<file path="config.mk">
export PLATFORM = sky130hd
export DESIGN_NAME = fastcgi_record_params_parser_flat
export DESIGN_NICKNAME = d
export VERILOG_FILES = /design/src/fcgi_pkg.sv /design/src/fcgi_if.sv /design/src/fcgi_parse.sv /design/src/fcgi_out_queue.sv /design/src/fastcgi_record_params_parser.sv /design/src/flat_wrapper.sv
export SDC_FILE = /design/constraint.sdc
export NUM_CORES = 1
export LEC_CHECK = 0
export BUFFER_PORTS_ARGS = -buffer_cell sky130_fd_sc_hd__buf_4
export CAP_MARGIN = 10
export CORE_MARGIN = 5
export CORE_UTILIZATION = 45
export DETAILED_ROUTE_END_ITERATION = 8
export PLACE_DENSITY_LB_ADDON = 0.12
export SKIP_CTS_REPAIR_TIMING = 1
export SLEW_MARGIN = 0
export SYNTH_ARGS = -nofsm -noshare
export SYNTH_HDL_FRONTEND = slang
export SYNTH_SLANG_ARGS = --single-unit
</file>
<file path="constraint.sdc">
create_clock -name i_clk -period 8.5 [get_ports i_clk]
set_input_delay 0.85 -clock i_clk [delete_from_list [all_inputs] [get_ports i_clk]]
set_output_delay 0.85 -clock i_clk [all_outputs]
set_load 0.01 [all_outputs]
</file>
<file path="src/fcgi_pkg.sv">
// Shared types, result codes and helpers of the FastCGI record parser.
package fcgi_pkg;

    typedef enum logic [2:0] {
        PH_HEADER = 3'd0,
        PH_BEGIN  = 3'd1,
        PH_PARAMS = 3'd2,
        PH_STDIN  = 3'd3,
        PH_SKIP   = 3'd4,
        PH_PAD    = 3'd5
    } t_phase;

    typedef enum logic [2:0] {
        PP_KLEN0 = 3'd0,
        PP_KLENX = 3'd1,
        PP_VLEN0 = 3'd2,
        PP_VLENX = 3'd3,
        PP_KEY   = 3'd4,
        PP_VAL   = 3'd5
    } t_pair_phase;

    localparam logic [2:0] KIND_KEY         = 3'd0;
    localparam logic [2:0] KIND_VALUE       = 3'd1;
    localparam logic [2:0] KIND_PAIR_END    = 3'd2;
    localparam logic [2:0] KIND_STDIN       = 3'd3;
    localparam logic [2:0] KIND_BEGIN_OK    = 3'd4;
    localparam logic [2:0] KIND_PARAMS_DONE = 3'd5;
    localparam logic [2:0] KIND_STDIN_DONE  = 3'd6;
    localparam logic [2:0] KIND_ERROR       = 3'd7;

    localparam logic [1:0] ERR_ROLE    = 2'd0;
    localparam logic [1:0] ERR_OVERRUN = 2'd1;
    localparam logic [1:0] ERR_TYPE    = 2'd2;

    localparam logic [7:0] TYPE_BEGIN  = 8'd1;
    localparam logic [7:0] TYPE_PARAMS = 8'd4;
    localparam logic [7:0] TYPE_STDIN  = 8'd5;
    localparam logic [7:0] TYPE_DATA   = 8'd8;

    localparam logic [15:0] ROLE_RESPONDER = 16'd1;
    localparam logic [7:0]  LEN_FLAG       = 8'h80;
    localparam logic [7:0]  LEN_MASK       = 8'h7f;

    typedef struct packed {
        logic [2:0]  kind;
        logic [7:0]  payload_byte;
        logic [15:0] request_number;
        logic [1:0]  error_code;
        logic        last;
    } t_result;

    typedef struct packed {
        logic [1:0] count;
        t_result    res1;
        t_result    res0;
    } t_step;

    typedef struct packed {
        logic       room2;
        logic [2:0] count;
    } t_queue_status;

    function automatic t_result mk_res(input logic [2:0] kind, input logic [7:0] data,
                                       input logic [1:0] err, input logic [15:0] req);
        t_result r;
        r.kind           = kind;
        r.payload_byte   = data;
        r.request_number = req;
        r.error_code     = err;
        r.last           = 1'b0;
        return r;
    endfunction

endpackage

</file>
<file path="src/fcgi_if.sv">
// Valid/ready channel interfaces for stream bytes and parser results.
interface fcgi_byte_if;
    logic       valid;
    logic       ready;
    logic [7:0] stream_byte;

    modport source (output valid, output stream_byte, input ready);
    modport sink (input valid, input stream_byte, output ready);
endinterface

interface fcgi_result_if;
    logic        valid;
    logic        ready;
    logic [2:0]  kind;
    logic [7:0]  payload_byte;
    logic [15:0] request_number;
    logic [1:0]  error_code;
    logic        last;

    modport source (output valid, output kind, output payload_byte, output request_number,
                    output error_code, output last, input ready);
    modport sink (input valid, input kind, input payload_byte, input request_number,
                  input error_code, input last, output ready);
endinterface

</file>
<file path="src/fcgi_parse.sv">
// Record header, begin record, PARAMS pair and STDIN parsing state machine.
module fcgi_parse
    import fcgi_pkg::*;
(
    input  logic       i_clk,
    input  logic       i_rst_n,
    input  logic       i_step,
    input  logic [7:0] i_data,
    output t_step      o_step
);

    t_phase      r_phase, n_phase;
    t_pair_phase r_pair_phase, n_pair_phase;
    logic [2:0]  r_header_index, n_header_index;
    logic [7:0]  r_record_kind, n_record_kind;
    logic [15:0] r_request_id, n_request_id;
    logic [15:0] r_content_left, n_content_left;
    logic [7:0]  r_padding_left, n_padding_left;
    logic [30:0] r_len_acc, n_len_acc;
    logic [1:0]  r_len_cnt, n_len_cnt;
    logic [30:0] r_key_left, n_key_left;
    logic [30:0] r_value_left, n_value_left;
    logic [7:0]  r_role_high, n_role_high;

    logic [1:0]  e_cnt;
    t_result     e_res [2];

    always_comb begin
        n_phase        = r_phase;
        n_pair_phase   = r_pair_phase;
        n_header_index = r_header_index;
        n_record_kind  = r_record_kind;
        n_request_id   = r_request_id;
        n_content_left = r_content_left;
        n_padding_left = r_padding_left;
        n_len_acc      = r_len_acc;
        n_len_cnt      = r_len_cnt;
        n_key_left     = r_key_left;
        n_value_left   = r_value_left;
        n_role_high    = r_role_high;
        e_cnt          = 2'd0;
        e_res[0]       = '0;
        e_res[1]       = '0;

        unique case (r_phase)
            PH_BEGIN: begin
                if (r_header_index == 3'd0) begin
                    n_role_high    = i_data;
                    n_header_index = 3'd1;
                end else if (r_header_index == 3'd1) begin
                    if ({r_role_high, i_data} != ROLE_RESPONDER) begin
                        if (e_cnt != 2'd2) begin
                            e_res[e_cnt[0]] = mk_res(KIND_ERROR, 8'd0, ERR_ROLE, n_request_id);
                            e_cnt = e_cnt + 2'd1;
                        end
                        n_phase = PH_SKIP;
                    end else begin
                        n_header_index = 3'd2;
                    end
                end else begin
                    if (e_cnt != 2'd2) begin
                        e_res[e_cnt[0]] = mk_res(KIND_BEGIN_OK, {7'd0, i_data[0]}, ERR_ROLE,
                                                 n_request_id);
                        e_cnt = e_cnt + 2'd1;
                    end
                    n_phase = PH_SKIP;
                end
                n_content_left = r_content_left - 16'd1;
                if (n_content_left == 16'd0) begin
                    if (n_phase == PH_BEGIN && e_cnt != 2'd2) begin
                        e_res[e_cnt[0]] = mk_res(KIND_ERROR, 8'd0, ERR_ROLE, n_request_id);
                        e_cnt = e_cnt + 2'd1;
                    end
                    n_header_index = 3'd0;
                    n_phase = (n_padding_left != 8'd0) ? PH_PAD : PH_HEADER;
                end
            end
            PH_PARAMS: begin
                unique case (r_pair_phase)
                    PP_KLENX, PP_VLENX: begin
                        n_len_acc = {r_len_acc[22:0], i_data};
                        n_len_cnt = r_len_cnt - 2'd1;
                        if (n_len_cnt == 2'd0) begin
                            if (r_pair_phase == PP_KLENX) begin
                                n_key_left   = n_len_acc;
                                n_pair_phase = PP_VLEN0;
                            end else begin
                                n_value_left = n_len_acc;
                                if (n_key_left != 31'd0) begin
                                    n_pair_phase = PP_KEY;
                                end else if (n_value_left != 31'd0) begin
                                    n_pair_phase = PP_VAL;
                                end else begin
                                    if (e_cnt != 2'd2) begin
                                        e_res[e_cnt[0]] = mk_res(KIND_PAIR_END, 8'd0, ERR_ROLE,
                                                                 n_request_id);
                                        e_cnt = e_cnt + 2'd1;
                                    end
                                    n_pair_phase = PP_KLEN0;
                                end
                            end
                        end
                    end
                    PP_VLEN0: begin
                        if ((i_data & LEN_FLAG) != 8'd0) begin
                            n_len_acc    = {23'd0, i_data & LEN_MASK};
                            n_len_cnt    = 2'd3;
                            n_pair_phase = PP_VLENX;
                        end else begin
                            n_value_left = {23'd0, i_data};
                            if (n_key_left != 31'd0) begin
                                n_pair_phase = PP_KEY;
                            end else if (n_value_left != 31'd0) begin
                                n_pair_phase = PP_VAL;
                            end else begin
                                if (e_cnt != 2'd2) begin
                                    e_res[e_cnt[0]] = mk_res(KIND_PAIR_END, 8'd0, ERR_ROLE,
                                                             n_request_id);
                                    e_cnt = e_cnt + 2'd1;
                                end
                                n_pair_phase = PP_KLEN0;
                            end
                        end
                    end
                    PP_KEY: begin
                        if (e_cnt != 2'd2) begin
                            e_res[e_cnt[0]] = mk_res(KIND_KEY, i_data, ERR_ROLE, n_request_id);
                            e_cnt = e_cnt + 2'd1;
                        end
                        n_key_left = r_key_left - 31'd1;
                        if (n_key_left == 31'd0) begin
                            if (n_value_left != 31'd0) begin
                                n_pair_phase = PP_VAL;
                            end else begin
                                if (e_cnt != 2'd2) begin
                                    e_res[e_cnt[0]] = mk_res(KIND_PAIR_END, 8'd0, ERR_ROLE,
                                                             n_request_id);
                                    e_cnt = e_cnt + 2'd1;
                                end
                                n_pair_phase = PP_KLEN0;
                            end
                        end
                    end
                    PP_VAL: begin
                        if (e_cnt != 2'd2) begin
                            e_res[e_cnt[0]] = mk_res(KIND_VALUE, i_data, ERR_ROLE, n_request_id);
                            e_cnt = e_cnt + 2'd1;
                        end
                        n_value_left = r_value_left - 31'd1;
                        if (n_value_left == 31'd0) begin
                            if (e_cnt != 2'd2) begin
                                e_res[e_cnt[0]] = mk_res(KIND_PAIR_END, 8'd0, ERR_ROLE,
                                                         n_request_id);
                                e_cnt = e_cnt + 2'd1;
                            end
                            n_pair_phase = PP_KLEN0;
                        end
                    end
                    default: begin
                        if ((i_data & LEN_FLAG) != 8'd0) begin
                            n_len_acc    = {23'd0, i_data & LEN_MASK};
                            n_len_cnt    = 2'd3;
                            n_pair_phase = PP_KLENX;
                        end else begin
                            n_key_left   = {23'd0, i_data};
                            n_pair_phase = PP_VLEN0;
                        end
                    end
                endcase
                n_content_left = r_content_left - 16'd1;
                if (n_content_left == 16'd0) begin
                    if (n_pair_phase != PP_KLEN0 && e_cnt != 2'd2) begin
                        e_res[e_cnt[0]] = mk_res(KIND_ERROR, 8'd0, ERR_OVERRUN, n_request_id);
                        e_cnt = e_cnt + 2'd1;
                    end
                    n_pair_phase   = PP_KLEN0;
                    n_header_index = 3'd0;
                    n_phase = (n_padding_left != 8'd0) ? PH_PAD : PH_HEADER;
                end
            end
            PH_STDIN, PH_SKIP: begin
                if (r_phase == PH_STDIN && e_cnt != 2'd2) begin
                    e_res[e_cnt[0]] = mk_res(KIND_STDIN, i_data, ERR_ROLE, n_request_id);
                    e_cnt = e_cnt + 2'd1;
                end
                n_content_left = r_content_left - 16'd1;
                if (n_content_left == 16'd0) begin
                    n_header_index = 3'd0;
                    n_phase = (n_padding_left != 8'd0) ? PH_PAD : PH_HEADER;
                end
            end
            PH_PAD: begin
                n_padding_left = r_padding_left - 8'd1;
                if (n_padding_left == 8'd0) begin
                    n_phase        = PH_HEADER;
                    n_header_index = 3'd0;
                end
            end
            default: begin
                n_phase = PH_HEADER;
                unique case (r_header_index)
                    3'd1:    n_record_kind = i_data;
                    3'd2:    n_request_id[15:8] = i_data;
                    3'd3:    n_request_id[7:0] = i_data;
                    3'd4:    n_content_left[15:8] = i_data;
                    3'd5:    n_content_left[7:0] = i_data;
                    3'd6:    n_padding_left = i_data;
                    default: ;
                endcase
                if (r_header_index != 3'd7) begin
                    n_header_index = r_header_index + 3'd1;
                end else begin
                    n_header_index = 3'd0;
                    n_pair_phase   = PP_KLEN0;
                    n_len_cnt      = 2'd0;
                    n_len_acc      = 31'd0;
                    n_key_left     = 31'd0;
                    n_value_left   = 31'd0;
                    unique case (n_record_kind)
                        TYPE_BEGIN: begin
                            n_phase = PH_BEGIN;
                            if (n_content_left == 16'd0) begin
                                e_res[0] = mk_res(KIND_ERROR, 8'd0, ERR_ROLE, n_request_id);
                                e_cnt = 2'd1;
                            end
                        end
                        TYPE_PARAMS: begin
                            n_phase = PH_PARAMS;
                            if (n_content_left == 16'd0) begin
                                e_res[0] = mk_res(KIND_PARAMS_DONE, 8'd0, ERR_ROLE,
                                                  n_request_id);
                                e_cnt = 2'd1;
                            end
                        end
                        TYPE_STDIN: begin
                            n_phase = PH_STDIN;
                            if (n_content_left == 16'd0) begin
                                e_res[0] = mk_res(KIND_STDIN_DONE, 8'd0, ERR_ROLE,
                                                  n_request_id);
                                e_cnt = 2'd1;
                            end
                        end
                        TYPE_DATA: begin
                            n_phase = PH_SKIP;
                        end
                        default: begin
                            n_phase  = PH_SKIP;
                            e_res[0] = mk_res(KIND_ERROR, 8'd0, ERR_TYPE, n_request_id);
                            e_cnt    = 2'd1;
                        end
                    endcase
                    if (n_content_left == 16'd0) begin
                        n_header_index = 3'd0;
                        n_phase = (n_padding_left != 8'd0) ? PH_PAD : PH_HEADER;
                    end
                end
            end
        endcase

        if (e_cnt == 2'd1) begin
            e_res[0].last = 1'b1;
        end else if (e_cnt == 2'd2) begin
            e_res[1].last = 1'b1;
        end
    end

    always_ff @(posedge i_clk) begin
        if (!i_rst_n) begin
            r_phase        <= PH_HEADER;
            r_pair_phase   <= PP_KLEN0;
            r_header_index <= 3'd0;
            r_record_kind  <= 8'd0;
            r_request_id   <= 16'd0;
            r_content_left <= 16'd0;
            r_padding_left <= 8'd0;
            r_len_acc      <= 31'd0;
            r_len_cnt      <= 2'd0;
            r_key_left     <= 31'd0;
            r_value_left   <= 31'd0;
            r_role_high    <= 8'd0;
        end else if (i_step) begin
            r_phase        <= n_phase;
            r_pair_phase   <= n_pair_phase;
            r_header_index <= n_header_index;
            r_record_kind  <= n_record_kind;
            r_request_id   <= n_request_id;
            r_content_left <= n_content_left;
            r_padding_left <= n_padding_left;
            r_len_acc      <= n_len_acc;
            r_len_cnt      <= n_len_cnt;
            r_key_left     <= n_key_left;
            r_value_left   <= n_value_left;
            r_role_high    <= n_role_high;
        end
    end

    assign o_step.count = e_cnt;
    assign o_step.res0  = e_res[0];
    assign o_step.res1  = e_res[1];

endmodule

</file>
<file path="src/fcgi_out_queue.sv">
// Four-entry result queue taking up to two results per cycle and giving one.
module fcgi_out_queue
    import fcgi_pkg::*;
(
    input  logic          i_clk,
    input  logic          i_rst_n,
    input  logic          i_push,
    input  t_step         i_step,
    input  logic          i_pop,
    output logic          o_valid,
    output t_result       o_head,
    output t_queue_status o_status
);

    t_result    r_mem [4];
    logic [1:0] r_wr_ptr, n_wr_ptr;
    logic [1:0] r_rd_ptr, n_rd_ptr;
    logic [2:0] r_count, n_count;
    logic [1:0] push_cnt;
    logic       pop_ok;

    assign push_cnt = i_push ? i_step.count : 2'd0;
    assign pop_ok   = i_pop && (r_count != 3'd0);
    assign n_wr_ptr = r_wr_ptr + push_cnt;
    assign n_rd_ptr = r_rd_ptr + {1'b0, pop_ok};
    assign n_count  = r_count + {1'b0, push_cnt} - {2'b00, pop_ok};

    always_ff @(posedge i_clk) begin
        if (!i_rst_n) begin
            r_wr_ptr <= 2'd0;
            r_rd_ptr <= 2'd0;
            r_count  <= 3'd0;
        end else begin
            r_wr_ptr <= n_wr_ptr;
            r_rd_ptr <= n_rd_ptr;
            r_count  <= n_count;
        end
    end

    always_ff @(posedge i_clk) begin
        if (push_cnt != 2'd0) begin
            r_mem[r_wr_ptr] <= i_step.res0;
        end
        if (push_cnt == 2'd2) begin
            r_mem[r_wr_ptr + 2'd1] <= i_step.res1;
        end
    end

    assign o_valid        = (r_count != 3'd0);
    assign o_head         = r_mem[r_rd_ptr];
    assign o_status.room2 = (r_count <= 3'd2);
    assign o_status.count = r_count;

endmodule

</file>
<file path="src/fastcgi_record_params_parser.sv">
// Top level of the FastCGI record stream and PARAMS pair parser.
//
//  channel    dir  handshake        payload
//  i_byte     in   valid / ready    stream_byte[7:0]
//  o_result   out  valid / ready    kind, payload_byte, request_number, error_code, last
//
//  One byte is taken per cycle while the queue has room for two results; each byte
//  yields at most two results, and the one-wide output port of the four-entry
//  result queue drains them one at a time.
//  Path: byte register, then parse into the queue, then the result is shown.
//  Reset is synchronous, active low; a stalled output fills the queue and drops ready.
module fastcgi_record_params_parser
    import fcgi_pkg::*;
(
    input  logic                 i_clk,
    input  logic                 i_rst_n,
    fcgi_byte_if.sink            i_byte,
    fcgi_result_if.source        o_result
);

    logic          r_in_vld;
    logic [7:0]    r_in_byte;
    logic          step;
    logic          accept;
    t_step         step_out;
    t_result       head;
    logic          head_vld;
    t_queue_status q_stat;

    assign step         = r_in_vld && q_stat.room2;
    assign i_byte.ready = !r_in_vld || step;
    assign accept       = i_byte.valid && i_byte.ready;

    always_ff @(posedge i_clk) begin
        if (!i_rst_n) begin
            r_in_vld <= 1'b0;
        end else if (accept) begin
            r_in_vld <= 1'b1;
        end else if (step) begin
            r_in_vld <= 1'b0;
        end
    end

    always_ff @(posedge i_clk) begin
        if (accept) begin
            r_in_byte <= i_byte.stream_byte;
        end
    end

    fcgi_parse u_parse (
        .i_clk   (i_clk),
        .i_rst_n (i_rst_n),
        .i_step  (step),
        .i_data  (r_in_byte),
        .o_step  (step_out)
    );

    fcgi_out_queue u_queue (
        .i_clk    (i_clk),
        .i_rst_n  (i_rst_n),
        .i_push   (step),
        .i_step   (step_out),
        .i_pop    (o_result.ready),
        .o_valid  (head_vld),
        .o_head   (head),
        .o_status (q_stat)
    );

    assign o_result.valid          = head_vld;
    assign o_result.kind           = head.kind;
    assign o_result.payload_byte   = head.payload_byte;
    assign o_result.request_number = head.request_number;
    assign o_result.error_code     = head.error_code;
    assign o_result.last           = head.last;

    a_queue_bound: assert property (@(posedge i_clk) disable iff (!i_rst_n)
        q_stat.count <= 3'd4)
        else $error("result queue count out of range");

    a_full_stall: assert property (@(posedge i_clk) disable iff (!i_rst_n)
        (r_in_vld && !q_stat.room2) |-> !i_byte.ready)
        else $error("byte taken while queue lacks room");

    a_last_mark: assert property (@(posedge i_clk) disable iff (!i_rst_n)
        (step && step_out.count == 2'd2) |-> (!step_out.res0.last && step_out.res1.last))
        else $error("last flag misplaced on a two-result byte");

    a_push_shows: assert property (@(posedge i_clk) disable iff (!i_rst_n)
        (step && step_out.count != 2'd0) |=> o_result.valid)
        else $error("pushed result not presented");

endmodule
</file>
<file path="src/flat_wrapper.sv">
// flat-port wrapper written by rule: the top's interface ports become plain ports
module fastcgi_record_params_parser_flat import fcgi_pkg::*;
  (i_clk, i_rst_n, i_byte_valid, i_byte_stream_byte, i_byte_ready, o_result_valid, o_result_kind, o_result_payload_byte, o_result_request_number, o_result_error_code, o_result_last, o_result_ready);
  fcgi_byte_if i_byte_i ();
  fcgi_result_if o_result_i ();
  input  logic i_clk;
  input  logic i_rst_n;
  input wire logic [$bits(i_byte_i.valid)-1:0] i_byte_valid;
  input wire logic [$bits(i_byte_i.stream_byte)-1:0] i_byte_stream_byte;
  output wire logic [$bits(i_byte_i.ready)-1:0] i_byte_ready;
  output wire logic [$bits(o_result_i.valid)-1:0] o_result_valid;
  output wire logic [$bits(o_result_i.kind)-1:0] o_result_kind;
  output wire logic [$bits(o_result_i.payload_byte)-1:0] o_result_payload_byte;
  output wire logic [$bits(o_result_i.request_number)-1:0] o_result_request_number;
  output wire logic [$bits(o_result_i.error_code)-1:0] o_result_error_code;
  output wire logic [$bits(o_result_i.last)-1:0] o_result_last;
  input wire logic [$bits(o_result_i.ready)-1:0] o_result_ready;
  assign i_byte_i.valid = i_byte_valid;
  assign i_byte_i.stream_byte = i_byte_stream_byte;
  assign i_byte_ready = i_byte_i.ready;
  assign o_result_valid = o_result_i.valid;
  assign o_result_kind = o_result_i.kind;
  assign o_result_payload_byte = o_result_i.payload_byte;
  assign o_result_request_number = o_result_i.request_number;
  assign o_result_error_code = o_result_i.error_code;
  assign o_result_last = o_result_i.last;
  assign o_result_i.ready = o_result_ready;
  fastcgi_record_params_parser u_core (.i_clk(i_clk), .i_rst_n(i_rst_n), .i_byte(i_byte_i), .o_result(o_result_i));
endmodule
</file>
==> results of run 1 <==
==> power breakdown <==
group / switching (uW) / internal [uW]
sequential: 41.8 / 1480
clock: 590 / 935
combinational: 428 / 306
==> critical path, cell delays in order (launching register included) <==
cell	delay (ns)
dfxtp_1	0.39
inv_1	0.14
ha_1	0.40
nor2b_1	0.30
nand4_1	0.39
nor4_1	0.61
xor2_1	0.15
or4_1	0.63
o21ai_2	0.26
and2_1	0.21
nand2_1	0.08
inv_1	0.09
ha_1	0.23
a21oi_1	0.09
ha_1	0.30
a31oi_1	0.07
a22oi_1	0.41
nand2b_1	0.45
nand2_1	0.14
ha_1	0.32
inv_1	0.06
ha_1	0.14
inv_1	0.05
fa_1	0.37
xnor2_1	0.18
xnor2_1	0.14
nor2_1	0.05
==> cell families (layout without fill, tap and decap cells) <==
kind of cell               Yosys count  after routing  share of synthesized area [%]
DFF                                288            288                           42.8
xor gates and xnor gates            58             58                           3.09
AOI/OAI and AO/OA                  468            468                           18.0
buffers and inverters              160            169                           3.89
and+or+nand+nor                    773            773                           22.9
adders and majority gates           27             27                           2.10
muxes                               78             78                           7.16
==> per-stage QoR <==
stage / hold slack, ns / utilization [%] / instances / setup WS [ns] / instance area (sq um)
2_1_floorplan: 0.431 / - / 1852 / 1.08 / 16500
3_3_place_gp: 0.444 / 47.2 / 2267 / 2.08 / 17100
3_5_place_dp: 0.450 / 47.2 / 2267 / 1.81 / 17100
4_1_cts: 0.458 / 50.4 / 2329 / 1.78 / 18300
5_1_grt: 0.476 / 50.4 / 2329 / 1.23 / 18300
6_report: 0.456 / 50.4 / 2329 / 1.73 / 18300
==> final cells by class <==
type / instances / area, sq um
inverters: 28 / 106
repair buffers: 79 / 593
clock buffers: 49 / 988
well taps: 468 / 586
fillers: 3347 / 18000
flip-flops and latches: 288 / 7050
clock inverters: 13 / 181
multi-input cells: 1404 / 8810
==> state kept, by name, summed over array words and instances (netlist names), 3 cells and up <==
signal and flops:
u_core.u_parse.r_phase 3, u_core.u_parse.r_header_index 3, u_core.u_parse.r_request_id 16, u_core.u_parse.r_padding_left 8, u_core.u_queue.r_count 3, u_core.u_parse.r_pair_phase 3, u_core.u_parse.r_record_kind 8, u_core.u_parse.r_role_high 8
u_core.u_parse.r_len_acc 23, u_core.u_queue.r_mem 120, u_core.r_in_byte 8, u_core.u_parse.r_content_left 16, u_core.u_parse.r_key_left 31, u_core.u_parse.r_value_left 31
==> path summary, 6_finish.rpt <==
path / cells past startpoint / endpoint / from
max: 26 / u_core.u_queue.r_count[2] / u_core.u_parse.r_value_left[0]
min: 2 / u_core.u_parse.r_record_kind[7] / u_core.u_parse.r_record_kind[7]
max reg2reg: 26 / u_core.u_queue.r_count[2] / u_core.u_parse.r_value_left[0]
min reg2reg: 2 / u_core.u_parse.r_record_kind[7] / u_core.u_parse.r_record_kind[7]
==> per-layer routing <==
layer	share of wire [%]	track usage, %	up-vias	wire (um)
met2	46	36.1	467	21400
met5	0	0	-	0
met4	1.7	5.00	0	774
met1	47	32.7	6778	21800
li1	-	-	6783	-
met3	6.0	2.76	58	2800
==> cell usage in the layout (no fill, tap or decap), types with 7 or more instances in the layout <==
cell type / count
a211oi_1: 7
a21boi_0: 20
a21oi_1: 127
a22oi_1: 55
a31oi_1: 12
and2_1: 15
buf_4: 79
clkbuf_1: 8
clkbuf_16: 35
dfxtp_1: 159
edfxtp_1: 128
ha_1: 26
inv_1: 27
mux2_2: 18
mux2i_1: 30
mux4_2: 30
nand2_1: 186
nand2b_1: 19
nand3_1: 64
nand4_1: 18
nor2_1: 243
nor2b_1: 20
nor3_1: 64
nor3b_1: 8
nor4_1: 41
nor4b_1: 9
o211ai_1: 7
o21a_1: 7
o21ai_0: 144
o31ai_1: 13
or2_2: 7
or3_1: 23
or4_1: 20
xnor2_1: 31
xor2_1: 26
==> flow_summary.yaml, run 1 <==
status:
  status: "completed"
routing:
  via_count: 14086
  ant_nets: 0
  avgRoutedWirePerCell_um: 20.1
  drc: 0
  via_per_inst: 6.05
  drtIter0Drc: 1230
  wl_mm: 46.8
  firstDrtPassIters: 5
timing:
  max_freq_mhz: 148
  skew_ns: 0.0172
  hold_viol: 0
  setup_tns_ns: 0
  finalSetupViolations: 0
  worstMarginPinSlew_ns: 1.16
  finalCritPeriodShare_pct: 79.7
  rsz0062_at_grt: "false"
  slew_viol_final: 0
  fin_crit_ns: 6.77
  slew_headroom_pct: 22.4
yosys:
  syn_area_sq_um: 16500
  syn_area_per_cell_sq_um: 8.88
  yosysTopAreaCellShare_pct: 23.4
  synth.net_count: 1891
  seq_area_frac_synth_pct: 42.8
  ys_async_sr_fraction_pct: 0
  synth_edf_count: 128
  synth_top_area_cell: "edfxtp_1"
  ys_types: 85
  netlist_instances: 1852
  synth_area_leaders: "edfxtp_1 (23%), dfxtp_1 (19%), nor2_1 (5.6%), o21ai_0 (4.4%), nand2_1 (4.2%)"
  yosys-top-cells-count: "nor2_1 (244), nand2_1 (186), dfxtp_1 (160)"
  ys_ff_latch: 288
  ys_warn_count: 0
  synth_most_common_cell: "nor2_1"
  ys.flop_type: "dfxtp_1"
global_routing:
  antenna_found_initial: 0
  grt.total_usage_pct: 22.4
  grt_max_degree: 67
  grt_pass1_vias: 13516
  overflow: 0
  grt_pass1_wl_mm: 75.1
clocking:
  clkTransAtPathRegs_ns: 0.06
  cts_inserted_buffers: 34
  h-tree-depth: 2
  cts_root_buffer: "clkbuf_16"
  clk_latency_ns: 0.53
  cts_buffer_depth: 3
  cts_tree: "built"
  cts_sinks: 288
die:
  ios: 44
  start_util_pct: 45.3
  core_area_sq_um: 36300
  die_h_um: 201
  die-area_sq_um: 40500
  fp.dieW_um: 201
  std_cell_rows: 70
power_and_ir_drop:
  power_uw: 3780
  p_leak_uw: 0.00678
  irDropWorstVdd_uv: 110
  powerDensity_nw_per_um2: 206
critical_path:
  rrSetupSlack_ns: 1.73
  cp-start-kind: "flop"
  critPathRequiredTime_ns: 8.87
  path_class: "reg -> reg"
  cp-end-kind: "flop"
  arrival_ns: 7.15
  path_max_fanout: 12
placement:
  hpwl_mm: 30.5
  gp_congestion: 0.894
  port_buffers: 43
cells_and_area:
  final_nets: 1874
  drive_above_1_share_pct: 12.0
  n_antenna_cell: 0
  syn_to_final_growth_pct: 11.3
flow_run:
  drv_cap: 0
hold_path:
  hp-class: "reg -> reg"
Note: power is estimated with default switching activity, not from simulation.
==> run 2: changes to the inputs <==
==> constraint.sdc (replaced) <==
create_clock -name i_clk -period 5.9 [get_ports i_clk]
set_input_delay 0.59 -clock i_clk [delete_from_list [all_inputs] [get_ports i_clk]]
set_output_delay 0.59 -clock i_clk [all_outputs]
set_load 0.01 [all_outputs]
==> flow_summary.yaml, run 2 (same netlist as run 1, synthesis figures left out) <==
routing:
  avgRoutedWirePerCell_um: 20.3
  drtIter0Drc: 1233
  m1WireLength_mm: 22.1
  drc: 0
  wl_mm: 48.0
  ant_nets: 0
  firstDrtPassIters: 5
  wl_met3_mm: 2.70
  met2_length_mm: 21.9
  via_per_inst: 5.99
  highest_layer: "met5"
  via_count: 14165
clocking:
  cts_tree: "built"
  clk_latency_ns: 0.55
  clkTransAtPathRegs_ns: 0.06
  cts_buffer_depth: 3
  cts_root_buffer: "clkbuf_16"
  cts_inserted_buffers: 35
  cts_sinks: 288
  h-tree-depth: 2
critical_path:
  cp-end-kind: "flop"
  critPathRequiredTime_ns: 6.30
  path_max_fanout: 6
  arrival_ns: 5.98
  cp-start-kind: "flop"
  path_class: "reg -> reg"
timing:
  max_freq_mhz: 179
  slew_headroom_pct: 25.9
  fin_crit_ns: 5.58
  setup_tns_ns: 0
  worstMarginPinSlew_ns: 1.11
  slew_viol_final: 0
  hold_viol: 0
  finalCritPeriodShare_pct: 94.6
  skew_ns: 0.0173
  rsz0062_at_grt: "false"
  layout_setup_ws_ns: 0.316
  finalSetupViolations: 0
cells_and_area:
  multiInputGateArea_sq_um: 8920
  final_util_pct: 51.5
  drive_above_1_share_pct: 14.2
  n_antenna_cell: 0
  final_common_cell: "nor2_1"
  regMostFlops: "u_core.u_queue.r_mem"
  syn_to_final_growth_pct: 13.7
  mostFrequentLayoutCells: "nor2_1 (243), nand2_1 (186), dfxtp_1 (159)"
  largest_reg_flops: 120
  fillers: 3364
  final_nets: 1908
  seqCellArea_sq_um: 7050
  final_cell_area_sq_um: 18700
  reg_top3: "u_core.u_queue.r_mem (120), u_core.u_parse.r_key_left (31), u_core.u_parse.r_value_left (31)"
global_routing:
  grt_pass1_wl_mm: 76.9
  grt_max_degree: 73
  antenna_found_initial: 1
  overflow: 0
  grt_pass1_vias: 13774
  grt.total_usage_pct: 23.3
placement:
  gp_congestion: 0.918
  hpwl_mm: 31.2
  port_buffers: 43
  place_area_sq_um: 17400
  pre_cts_slack_ns: 0.0273
power_and_ir_drop:
  power_uw: 5430
  powerDensity_nw_per_um2: 290
  irDropWorstVdd_uv: 173
  p_leak_uw: 0.00696
status:
  status: "completed"
die:
  die-area_sq_um: 40500
  fp.dieW_um: 201
  die_h_um: 201
  std_cell_rows: 70
  core_area_sq_um: 36300
  start_util_pct: 45.3
  ios: 44
hold_path:
  hp-class: "in -> reg"
flow_run:
  drv_cap: 0
==> run 2: per-layer routing <==
metal	up-vias	global-route usage (%)
li1	6854	-
met1	6821	32.9
met2	401	36.9
met3	87	4.00
met4	2	7.03
met5	-	0
==> run 2: final cells by class <==
cell class,count,share of cell area [%]
clock buffer,51,5.38
tap,468,3.13
clock inverter,12,0.802
sequential,288,37.7
multi-input combinational,1405,47.7
inverter,28,0.568
timing repair buffer,111,4.79
==> run 2: critical path, stage by stage, from the launching register on <==
cell,delay [ns]
dfxtp_1,0.32
or4_1,0.62
or4_4,0.64
o31ai_4,0.25
nand4_1,0.13
or4_1,0.53
or4_4,0.47
nand2_1,0.10
ha_1,0.22
a21oi_1,0.08
ha_1,0.28
a31oi_1,0.06
a22oi_1,0.22
nand2b_1,0.16
nand2_1,0.07
ha_1,0.32
inv_1,0.06
ha_1,0.13
inv_1,0.05
fa_1,0.37
xnor2_1,0.17
xnor2_1,0.14
nor2_1,0.05
==> run 2: path summary, 6_finish.rpt <==
kind                              startpoint                              end  slack, ns  cells after the start
min                    i_byte_stream_byte[3]              u_core.r_in_byte[3]       0.22                      1
max reg2reg     u_core.u_parse.r_key_left[9]        u_core.u_queue.r_count[2]       0.32                     22
min reg2reg  u_core.u_parse.r_record_kind[7]  u_core.u_parse.r_record_kind[7]       0.46                      2
max             u_core.u_parse.r_key_left[9]        u_core.u_queue.r_count[2]       0.32                     22
==> run 2: per-stage QoR <==
| step | hold slack (ns) | cells |
|---|---|---|
| finish | 0.220 | 2363 |
| global placement | 0.447 | 2289 |
| detailed placement | 0.454 | 2289 |
| CTS | 0.197 | 2352 |
| global route | 0.199 | 2363 |
| floorplan | 0.431 | 1852 |
==> run 2: power breakdown <==
group | internal, uW | switching, uW
logic | 446 | 621
registers | 2130 | 55.3
clock network | 1320 | 857
==> run 3: changes to the inputs <==
==> constraint.sdc (replaced) <==
create_clock -name i_clk -period 5.9 [get_ports i_clk]
set_input_delay 0.59 -clock i_clk [delete_from_list [all_inputs] [get_ports i_clk]]
set_output_delay 0.59 -clock i_clk [all_outputs]
set_load 0.05 [all_outputs]
==> flow_summary.yaml, run 3 (same netlist as run 1, synthesis figures left out) <==
cells_and_area:
  syn_to_final_growth_pct: 12.8
  regMostFlops: "u_core.u_queue.r_mem"
  seqCellArea_sq_um: 7050
  final_nets: 1899
  largest_reg_flops: 120
  multiInputGateArea_sq_um: 8920
  mostFrequentLayoutCells: "nor2_1 (243), nand2_1 (186), dfxtp_1 (159)"
  final_common_cell: "nor2_1"
  reg_top3: "u_core.u_queue.r_mem (120), u_core.u_parse.r_key_left (31), u_core.u_parse.r_value_left (31)"
  drive_above_1_share_pct: 13.5
  final_cell_area_sq_um: 18600
  stdcell_count: 2355
  n_antenna_cell: 0
  fillers: 3394
hold_path:
  hold_end: "u_core.r_in_byte[1]"
  worstHoldPathCells: 1
  hp-class: "in -> reg"
  hp-start: "i_byte_stream_byte[1]"
status:
  status: "completed"
clocking:
  clk_latency_ns: 0.54
  cts_inserted_buffers: 35
  cts_sinks: 288
  cts_root_buffer: "clkbuf_16"
  clkTransAtPathRegs_ns: 0.06
  h-tree-depth: 2
  cts_tree: "built"
  cts_buffer_depth: 3
global_routing:
  antenna_found_initial: 0
  overflow: 0
  grt_pass1_wl_mm: 77.4
  grt.total_usage_pct: 23.3
  grt_pass1_vias: 13735
  grt_max_degree: 73
critical_path:
  cpMostUsedCell: "or4_4"
  r2r_start: "u_core.u_parse.r_key_left[14]"
  worstPathCellList: "or4_4, or4_4, o31ai_4, nand4_1, or4_1, or4_4, nand2_1, ha_1, or4_1, a21oi_2, o31ai_1, a21boi_2, o21ai_4, buf_12"
  path_max_fanout: 19
  critPathRequiredTime_ns: 6.14
  cp_slowest_cell: "o21ai_4"
  arrival_ns: 5.86
  rr_endpoint: "u_core.u_queue.r_mem[2][29]"
  cp-start-kind: "flop"
  cp-end-kind: "flop"
  rrSetupSlack_ns: 0.27
  cpPeakStageDelay_ns: 0.65
  path_class: "reg -> reg"
  rr_worst_depth: 14
die:
  die-area_sq_um: 40500
  start_util_pct: 45.3
  fp.dieW_um: 201
  std_cell_rows: 70
  ios: 44
  die_h_um: 201
  core_area_sq_um: 36300
timing:
  fin_crit_ns: 5.63
  skew_ns: 0.0286
  worstMarginPinSlew_ns: 1.13
  timing.hold.ws_ns: 0.251
  max_freq_mhz: 178
  hold_viol: 0
  rsz0062_at_grt: "false"
  slew_headroom_pct: 24.4
  finalCritPeriodShare_pct: 95.4
  layout_setup_ws_ns: 0.274
  slew_viol_final: 0
  finalSetupViolations: 0
power_and_ir_drop:
  swShare_pct: 31.7
  p_leak_uw: 0.00685
  p_sw_uw: 1750
  seqPwrFrac_pct: 39.9
  irDropWorstVdd_uv: 186
  combPwrFrac_pct: 23.0
  p_int_uw: 3770
  powerDensity_nw_per_um2: 297
  p_clk_share_pct: 37.1
flow_run:
  drv_cap: 0
placement:
  place_area_sq_um: 17400
  hpwl_mm: 31.5
  gp_congestion: 0.917
  pre_cts_slack_ns: -0.00503
  placed_cells: 2289
  port_buffers: 43
routing:
  firstDrtPassIters: 5
  via_count: 14317
  avgRoutedWirePerCell_um: 20.4
  via_per_inst: 6.08
  wl_mm: 48.1
  drc: 0
  drtIter0Drc: 1222
  ant_nets: 0
[run 3: cell count changes in the layout (fill, tap and decap cells not counted), moves of 2 or more]
cell        previous run  this run
buf_12                 5         3
clkbuf_8               7         2
bufinv_16              3         1
clkinv_1               0         3
nor3_1                62        64
clkbuf_1               9        13
inv_6                  3         1
buf_4                106        99
clkinvlp_4             0         2
nor3_2                 3         1
[run 3: per-layer routing]
layer  GRT usage (%)  wire length (um)  up-vias
met4            5.35               816        0
met1            33.3             22200     6966
met2            37.4             22300      430
met3            3.71              2760       67
li1                -                 -     6854
met5               0                 0        -
[run 3: through the flow]
stage	total power [uW]	TNS [ns]	util, %
2_1_floorplan	3150	0	-
3_5_place_dp	3510	-0.0562	47.8
6_report	5510	0	51.1
3_3_place_gp	3500	0	47.8
4_1_cts	5560	-0.285	50.8
5_1_grt	5760	0	51.1
[run 3: power groups by stage]
| stage | logic, uW | clock network, uW | registers [uW] |
|---|---|---|---|
| 6_report | 1270 | 2050 | 2200 |
| 5_1_grt | 1370 | 2180 | 2210 |
| 4_1_cts | 1270 | 2090 | 2200 |
| 3_5_place_dp | 1260 | 0 | 2240 |
| 3_3_place_gp | 1260 | 0 | 2240 |
| 2_1_floorplan | 948 | 0 | 2200 |
[run 3: layout make-up]
| type | instances | area share, % |
|---|---|---|
| clock inverters | 14 | 0.755 |
| inverters | 28 | 0.573 |
| flip-flops and latches | 288 | 38.0 |
| repair buffers | 102 | 4.33 |
| multi-input cells | 1405 | 48.1 |
| well taps | 468 | 3.16 |
| clock buffers | 50 | 5.13 |
[run 3: worst max-delay path by stage]
stage / from / to / slack, ns / cells after the start
floorplan: u_core.u_parse.r_key_left[14] / u_core.u_queue.r_mem[0][0] / 0.04 / 18
global placement: u_core.u_parse.r_key_left[9] / u_core.u_queue.r_mem[2][29] / 0.10 / 17
detailed placement: u_core.u_parse.r_key_left[11] / u_core.u_queue.r_mem[2][1] / -0.005 / 19
CTS: u_core.u_parse.r_key_left[11] / u_core.u_queue.r_mem[2][29] / -0.04 / 19
global route: u_core.u_parse.r_value_left[0] / u_core.u_queue.r_count[2] / 0.01 / 27
finish: u_core.u_parse.r_key_left[14] / u_core.u_queue.r_mem[2][29] / 0.27 / 14
[run 3: critical path: cells and delay by family (launching register included)]
family | cells | cell delay [ns]
AND/OR/NAND/NOR | 7 | 2.84
flip-flops | 1 | 0.38
AO/OA/AOI/OAI | 5 | 1.62
adder cells (fa/ha/maj) | 1 | 0.24
buffers and inverters | 1 | 0.23
